<file path="src/rtl/skt_pkg.sv">
// ----------------------------------------------------------------------------
// skt_pkg
// Shared types and codes for the scan code key table: operation and status
// encodings, field widths and the controller/datapath command and status.
// ----------------------------------------------------------------------------
package skt_pkg;

  localparam int OpW     = 2;
  localparam int CountW  = 3;
  localparam int CodeW   = 16;
  localparam int StatusW = 2;
  localparam int IndexW  = 8;

  // number of code fields on the input port
  localparam int InputCodes = 4;

  localparam logic [OpW-1:0] OP_ADD    = 2'd0;
  localparam logic [OpW-1:0] OP_EXACT  = 2'd1;
  localparam logic [OpW-1:0] OP_PREFIX = 2'd2;
  localparam logic [OpW-1:0] OP_NONE   = 2'd3;

  localparam logic [StatusW-1:0] ST_OK         = 2'd0;
  localparam logic [StatusW-1:0] ST_NOT_FOUND  = 2'd1;
  localparam logic [StatusW-1:0] ST_FULL       = 2'd2;
  localparam logic [StatusW-1:0] ST_BAD_LENGTH = 2'd3;

  // controller to datapath
  typedef struct packed {
    logic load;    // capture the input item
    logic direct;  // resolve add, bad length or unused operation
    logic start;   // arm the table walk
    logic step;    // advance the table walk
    logic found;   // record the hit
    logic miss;    // record no match
  } cmd_t;

  // datapath to controller
  typedef struct packed {
    logic search_req;
    logic hit;
    logic exhausted;
  } sts_t;

endpackage

</file>
<file path="src/rtl/skt_ctrl.sv">
// ----------------------------------------------------------------------------
// skt_ctrl
// Controller: input/output handshake and sequencing of decode, table walk
// and result hand-off.
// ----------------------------------------------------------------------------
module skt_ctrl (
  input  logic          clk_i,
  input  logic          rst_ni,
  input  logic          in_valid_i,
  output logic          in_ready_o,
  output logic          out_valid_o,
  input  logic          out_ready_i,
  input  skt_pkg::sts_t sts_i,
  output skt_pkg::cmd_t cmd_o
);

  localparam logic [1:0] S_IDLE   = 2'd0;
  localparam logic [1:0] S_DECIDE = 2'd1;
  localparam logic [1:0] S_SEARCH = 2'd2;
  localparam logic [1:0] S_RESP   = 2'd3;

  logic [1:0] state_q, state_d;

  always_comb begin
    state_d     = state_q;
    cmd_o       = '0;
    in_ready_o  = 1'b0;
    out_valid_o = 1'b0;
    case (state_q)
      S_IDLE: begin
        in_ready_o = 1'b1;
        if (in_valid_i) begin
          cmd_o.load = 1'b1;
          state_d    = S_DECIDE;
        end
      end
      S_DECIDE: begin
        if (sts_i.search_req) begin
          cmd_o.start = 1'b1;
          state_d     = S_SEARCH;
        end else begin
          cmd_o.direct = 1'b1;
          state_d      = S_RESP;
        end
      end
      S_SEARCH: begin
        cmd_o.step = 1'b1;
        if (sts_i.hit) begin
          cmd_o.found = 1'b1;
          state_d     = S_RESP;
        end else if (sts_i.exhausted) begin
          cmd_o.miss = 1'b1;
          state_d    = S_RESP;
        end
      end
      S_RESP: begin
        out_valid_o = 1'b1;
        if (out_ready_i) begin
          state_d = S_IDLE;
        end
      end
      default: begin
        state_d = S_IDLE;
      end
    endcase
  end

  always_ff @(posedge clk_i or negedge rst_ni) begin
    if (!rst_ni) begin
      state_q <= S_IDLE;
    end else begin
      state_q <= state_d;
    end
  end

endmodule

</file>
<file path="config.mk">
export PLATFORM = sky130hd
export DESIGN_NAME = skt_ctrl
export DESIGN_NICKNAME = d
export VERILOG_FILES = /design/src/rtl/skt_pkg.sv /design/src/rtl/skt_ctrl.sv
export SDC_FILE = /design/constraint.sdc
export NUM_CORES = 1
export LEC_CHECK = 0
export ABC_CLOCK_PERIOD_IN_PS = 1800
export BUFFER_PORTS_ARGS = -buffer_cell sky130_fd_sc_hd__buf_2
export CAP_MARGIN = 20
export CORE_AREA = 5 5 42 44
export DETAILED_ROUTE_END_ITERATION = 6
export DIE_AREA = 0 0 47 49
export PLACE_DENSITY_LB_ADDON = 0.1
export SLEW_MARGIN = 0
export SYNTH_ARGS = -nofsm -noshare
export SYNTH_HDL_FRONTEND = slang
export SYNTH_SLANG_ARGS = --single-unit
</file>
<file path="constraint.sdc">
create_clock -name clk_i -period 1.8 [get_ports clk_i]
set_input_delay 0.27 -clock clk_i [delete_from_list [all_inputs] [get_ports clk_i]]
set_output_delay 0.27 -clock clk_i [all_outputs]
set_load 0.01 [all_outputs]
</file>
== Word level (Yosys, flattened, before mapping) ==
Index checks and enable logic that the tools add are counted.

* Word-level logic and storage cells: 26
* Output and inout port bits: 8
* Bits in registers: 2

* Equality and inequality tests: 6
* Reduce and logical (&&, ||, !) cells: 2
* Multiplexer cells: 17

{| class="wikitable"
|+ Operator list
! kind !! count
|-
| 1-bit 2-to-1 mux || 10
|-
| 2-bit 2-to-1 mux || 5
|-
| 2-bit case mux with 4 select lines || 1
|-
| 2-bit equality test, second input constant || 2
|-
| 2-bit != test, second input constant || 2
|-
| 3-bit 2-to-1 mux || 1
|-
| 3-bit != test, second input constant || 1
|-
| 3-bit AND reduction || 1
|-
| 2-bit by 1-bit equality test with 1-bit output, second input constant || 1
|-
| 2-bit logical NOT || 1
|}

== Depth between registers and ports, before layout ==
* Depth after elaboration: 3
* Gate-level depth with buffers: 5
* Depth with buffers taken out: 5

== Least setup slack after synthesis ==
Ideal clock, no wire load.

* Kind: flip-flop to flip-flop
* From: register state_q[0]
* To: register state_q[1]
* Slack: 0.275 ns
* Setup time: 0.125 ns
* Stages on the path, launching flop included: 6
* Required time: 1.675 ns
* Period minus slack after synthesis: 1.525 ns
* Arrival time: 1.400 ns
* Cell sequence: dfrtp_1 inv_1 ha_1 nor3b_2 a211o_1 mux2_4

* Longest elaborated chain between the ends: 3
* Elaborated cells on any way between the ends: 9

{| class="wikitable"
|+ Ends and longest elaborated chain
! item !! RTL line !! RTL
|-
| start: declaration || skt_ctrl.sv:22 || <nowiki>logic [1:0] state_q, state_d;</nowiki>
|-
| start signal: assignment || skt_ctrl.sv:72 || <nowiki>state_q <= state_d;</nowiki>
|-
| 2-bit equality test / 2-bit logical NOT (equally long branches) || skt_ctrl.sv:29 || <nowiki>case (state_q)</nowiki>
|-
| 3-bit != test (no source line) / 2-bit != test (equally long branches) || - ||
|-
| 3-bit AND reduction (no source line) || - ||
|}

Parallel ways exist; a longest one is shown, timed or not.
A chain may end at the register's enable or synchronous reset.

== Worst setup path in the final report ==
Same ends and word-level chain as after synthesis.

==> results by stage <==
Setup path:
- At the worst endpoint, the required time is 1.90 ns.
- The path type of the worst setup path is flop to flop.
- STA classifies the critical path startpoint as a flop.
- Among all stages on the critical path, the largest delay is contributed by sky130_fd_sc_hd__dfrtp_1.
- The peak fanout along the critical path is 5.
- The category of the worst setup path capture point is a flop.
- At the worst endpoint, the arrival time is 1.67 ns.
- Traced cell by cell, the critical path runs through inv_1, ha_1, nor3b_2, a211o_1, mux2_4.
- The maximum single-stage delay on the critical path is 0.40 ns.

Global routing:
- The number of global-route vias before repair is 233.
- The first global-routing pass estimated 897 um of wire.
- The remaining global-route overflow is 0.
- Global routing consumed, on the met2 layer, 9.28% of the routing resources.
- For met3 alone, demand over resource in global routing was 1.11%.
- The number of antenna violations at the first check in global routing is 0.
- The global-route usage over all layers is 5.42%.
- met2 is the most crowded layer.
- The maximum number of pins on one net before global-route repair is 6.
- The met1 track utilization from global routing is 5.27%.

Final layout:
- The share of cells above drive strength 1 is 56.4%.
- The layout has 166 filler cells.
- The repair_antennas step left the layout with diodes totalling 0.
- The largest registers in the layout are state_q: 2 flops.
- The number of flip-flops under the largest register name is 2.
- Once layout is complete, the utilization of the core stands at 24.3%.
- For this run, the post-layout net count is 52.
- Counting flops per register, the top entry is state_q.
- The area growth from synthesis to layout is 56.3%.

Pwr:
- The static leakage power is 0.198 nW.
- Cell internal power was estimated by the tool at 0.321 mW.
- Sequential cells burn 19.2% of the power.
- In this run the power spent charging and discharging nets is 0.207 mW.
- The proportion of power drawn by the clock network is 18.4%.
- Net switching is 39.2% of the power.
- Power spread over the standard cell area amounts to 1550 nW/um^2.
- The largest voltage drop on the vdd net is 569 uV.
- The portion of total power attributed to combinational logic is 62.4%.
- The completed layout was analyzed and its total power is 0.528 mW.

CTS:
- Buffers inserted to repair hold after CTS numbered 1.
- The cell chosen for the clock root is sky130_fd_sc_hd__clkbuf_4.
- The number of buffers inserted during clock tree synthesis is 3.
- CTS built an H-tree with a depth of 1.
- Once the clock tree was built, the setup fixing pass inserted 0 buffers.
- The count of clock tree sinks is 2.
- The longest clock path from root to sink contains 2 buffers.
- For the worst-skew pair, the clock arrives at the later sink with an insertion delay of 0.22 ns.
- The clock-pin transition on the worst setup and hold timing paths is 0.03 ns.
- The TritonCTS clock tree is yes.
- The total of cells resized after clock tree synthesis is 0.

Timing:
- The setup skew after layout is 0.000348 ns.
- The post-route minimum period is 1.57 ns.
- The max-slew violation total from the final report is 0.
- The minimum setup slack in the final design is 0.226 ns.
- For the pin with the worst max-slew slack, the measured transition is 0.262 ns.
- Setup repair after global routing left no endpoint under its margin.
- The fraction of the cycle the final worst path needs is 87.4%.
- The final setup violation count is 0.
- The setup TNS is 0 ns.
- The worst hold slack is 0.369 ns.
- The number of failing hold endpoints at the final stage is 0.
- The timing-limited maximum frequency is 0.635 GHz.
- In this run the tightest slew margin relative to its limit is 82.3%.

Yosys:
- Counting every net in the synthesized netlist gives 32.
- For this run, the number of Yosys warnings is 0.
- The post-synthesis area per instance is 10.4 um^2.
- The post-synthesis sequential element count is 2.
- Counting every instance in the synthesized netlist gives 21.
- For this run, the register share of the synthesized area comes to 23.0%.
- Synthesis instantiated 14 different standard cells from the library.
- The synthesized netlist occupies a cell area of 218 um^2.

Die:
- The x dimension of the die is 47 um.
- The number of ports placed on the die boundary is 15.
- The site row count is 14.
- Once the floorplan was initialized, standard cells occupied 15.5% of the core.
- The core area is 1400 um^2.
- The area enclosed by the die boundary is 2300 um^2.
- The die is 49 um tall.

Routing:
- The number of iterations in the first detailed-routing pass is 1.
- After detailed routing, the number of vias per cell comes to 3.80.
- The detail route stage leaves a number of antenna-violating nets equal to 0.
- The mean routed wirelength per cell is 10.2 um.
- The starting DRC count in detailed routing is 0.
- The detailed-route via count is 209.
- In the routed design, unresolved DRC markers number 0.
- The wire length reported by the detailed router is 559 um.

Job:
- Max-cap violations in this run came to 0.

Status:
- The run finished with clean final reports.

Placement:
- The pre-CTS worst setup slack is 0.216 ns.
- The count of buffers added on input and output ports is 14.
- Detailed placement finished with a half-perimeter wire length of 490 um.
- The global placement routability congestion is 0.615.

Worst hold path:
- The tightest min-delay check is of the input port to asynchronous set/reset pin type.
-- worst paths after layout --
| path | from | endpoint | slack, ns | cells past startpoint |
|---|---|---|---|---|
| setup / recovery | state_q[0]$_DFFE_PN0P_ | state_q[1]$_DFFE_PN0P_ | 0.23 | 5 |
| hold / removal | rst_ni | state_q[0]$_DFFE_PN0P_ | 0.37 | 2 |
| setup reg to reg | state_q[0]$_DFFE_PN0P_ | state_q[1]$_DFFE_PN0P_ | 0.23 | 5 |
| hold reg to reg | state_q[0]$_DFFE_PN0P_ | state_q[0]$_DFFE_PN0P_ | 0.55 | 1 |
| max in group asynchronous | rst_ni | state_q[1]$_DFFE_PN0P_ | 1.34 | 2 |
| min in group clk_i | out_ready_i | state_q[0]$_DFFE_PN0P_ | 0.44 | 4 |
-- power groups by stage --
stage	clock network [mW]	registers [mW]	logic (mW)
after global placement	0	0.103	0.336
after detailed placement	0	0.103	0.340
after CTS	0.106	0.103	0.343
final	0.0970	0.101	0.330
after global routing	0.103	0.108	0.369
after floorplan	0	0.0950	0.236
-- worst max-delay path, delay by kind of cell (launching register included) --
| family | cells | cell delay, ns |
|---|---|---|
| simple gates | 1 | 0.18 |
| fa+ha+maj | 1 | 0.24 |
| mux | 1 | 0.30 |
| buf+inv | 1 | 0.08 |
| flops | 1 | 0.40 |
| compound gates | 1 | 0.26 |
-- cell usage in the layout, fill, tap and decap left out, drive strengths merged --
master,netlist,routed
nor2,1,1
buf,0,14
and3b,1,1
ha,4,4
dfrtp,2,2
and2,3,3
nor3b,1,1
inv,3,3
o31ai,1,1
a211o,1,1
o41ai,1,1
nor2b,2,2
clkbuf,0,3
mux2,1,1
dlygate4sd3,0,1
-- through the flow --
step | instances | area, um^2
floorplan | 21 | 218
global placement | 51 | 308
detailed placement | 51 | 308
CTS | 55 | 340
global route | 55 | 340
finish | 55 | 340
-- metal layers --
layer / up-vias / routed length, um
met1: 95 / 185
li1: 109 / -
met4: 0 / 0
met2: 5 / 332
met3: 0 / 40
met5: - / 0
-- final cells by class --
type	instances	area [um^2]	area share [%]
sequential	2	50.0	14.7
inverter	3	11.3	3.31
timing repair buffer	15	80.1	23.5
multi-input combinational	16	156	46.0
tap	16	20.0	5.88
clock buffer	3	22.5	6.62
-- logic make-up (layout without fill, tap and decap cells) --
group           after synthesis  count (layout)  share of synthesized area (%)
simple gates                  8               8                           30.5
fa+ha+maj                     4               4                           23.0
compound gates                3               3                           11.5
buf+inv                       3              21                           5.17
flops                         2               2                           23.0
mux                           1               1                           6.89
-- Yosys cell counts --
| cell | number | area share, % |
|---|---|---|
| sky130_fd_sc_hd__and2_2 | 1 | 3.4 |
| sky130_fd_sc_hd__o41ai_1 | 1 | 4.0 |
| sky130_fd_sc_hd__ha_1 | 4 | 23 |
| sky130_fd_sc_hd__nor2b_1 | 1 | 2.9 |
| sky130_fd_sc_hd__inv_1 | 3 | 5.2 |
| sky130_fd_sc_hd__dfrtp_1 | 2 | 23 |
| sky130_fd_sc_hd__a211o_1 | 1 | 4.0 |
| sky130_fd_sc_hd__nor2_1 | 1 | 1.7 |
| sky130_fd_sc_hd__nor3b_2 | 1 | 5.7 |
| sky130_fd_sc_hd__mux2_4 | 1 | 6.9 |
| sky130_fd_sc_hd__nor2b_4 | 1 | 6.3 |
| sky130_fd_sc_hd__and2_1 | 2 | 5.7 |
| sky130_fd_sc_hd__and3b_2 | 1 | 4.6 |
| sky130_fd_sc_hd__o31ai_1 | 1 | 3.4 |
Note: power is estimated with default switching activity, not from simulation.
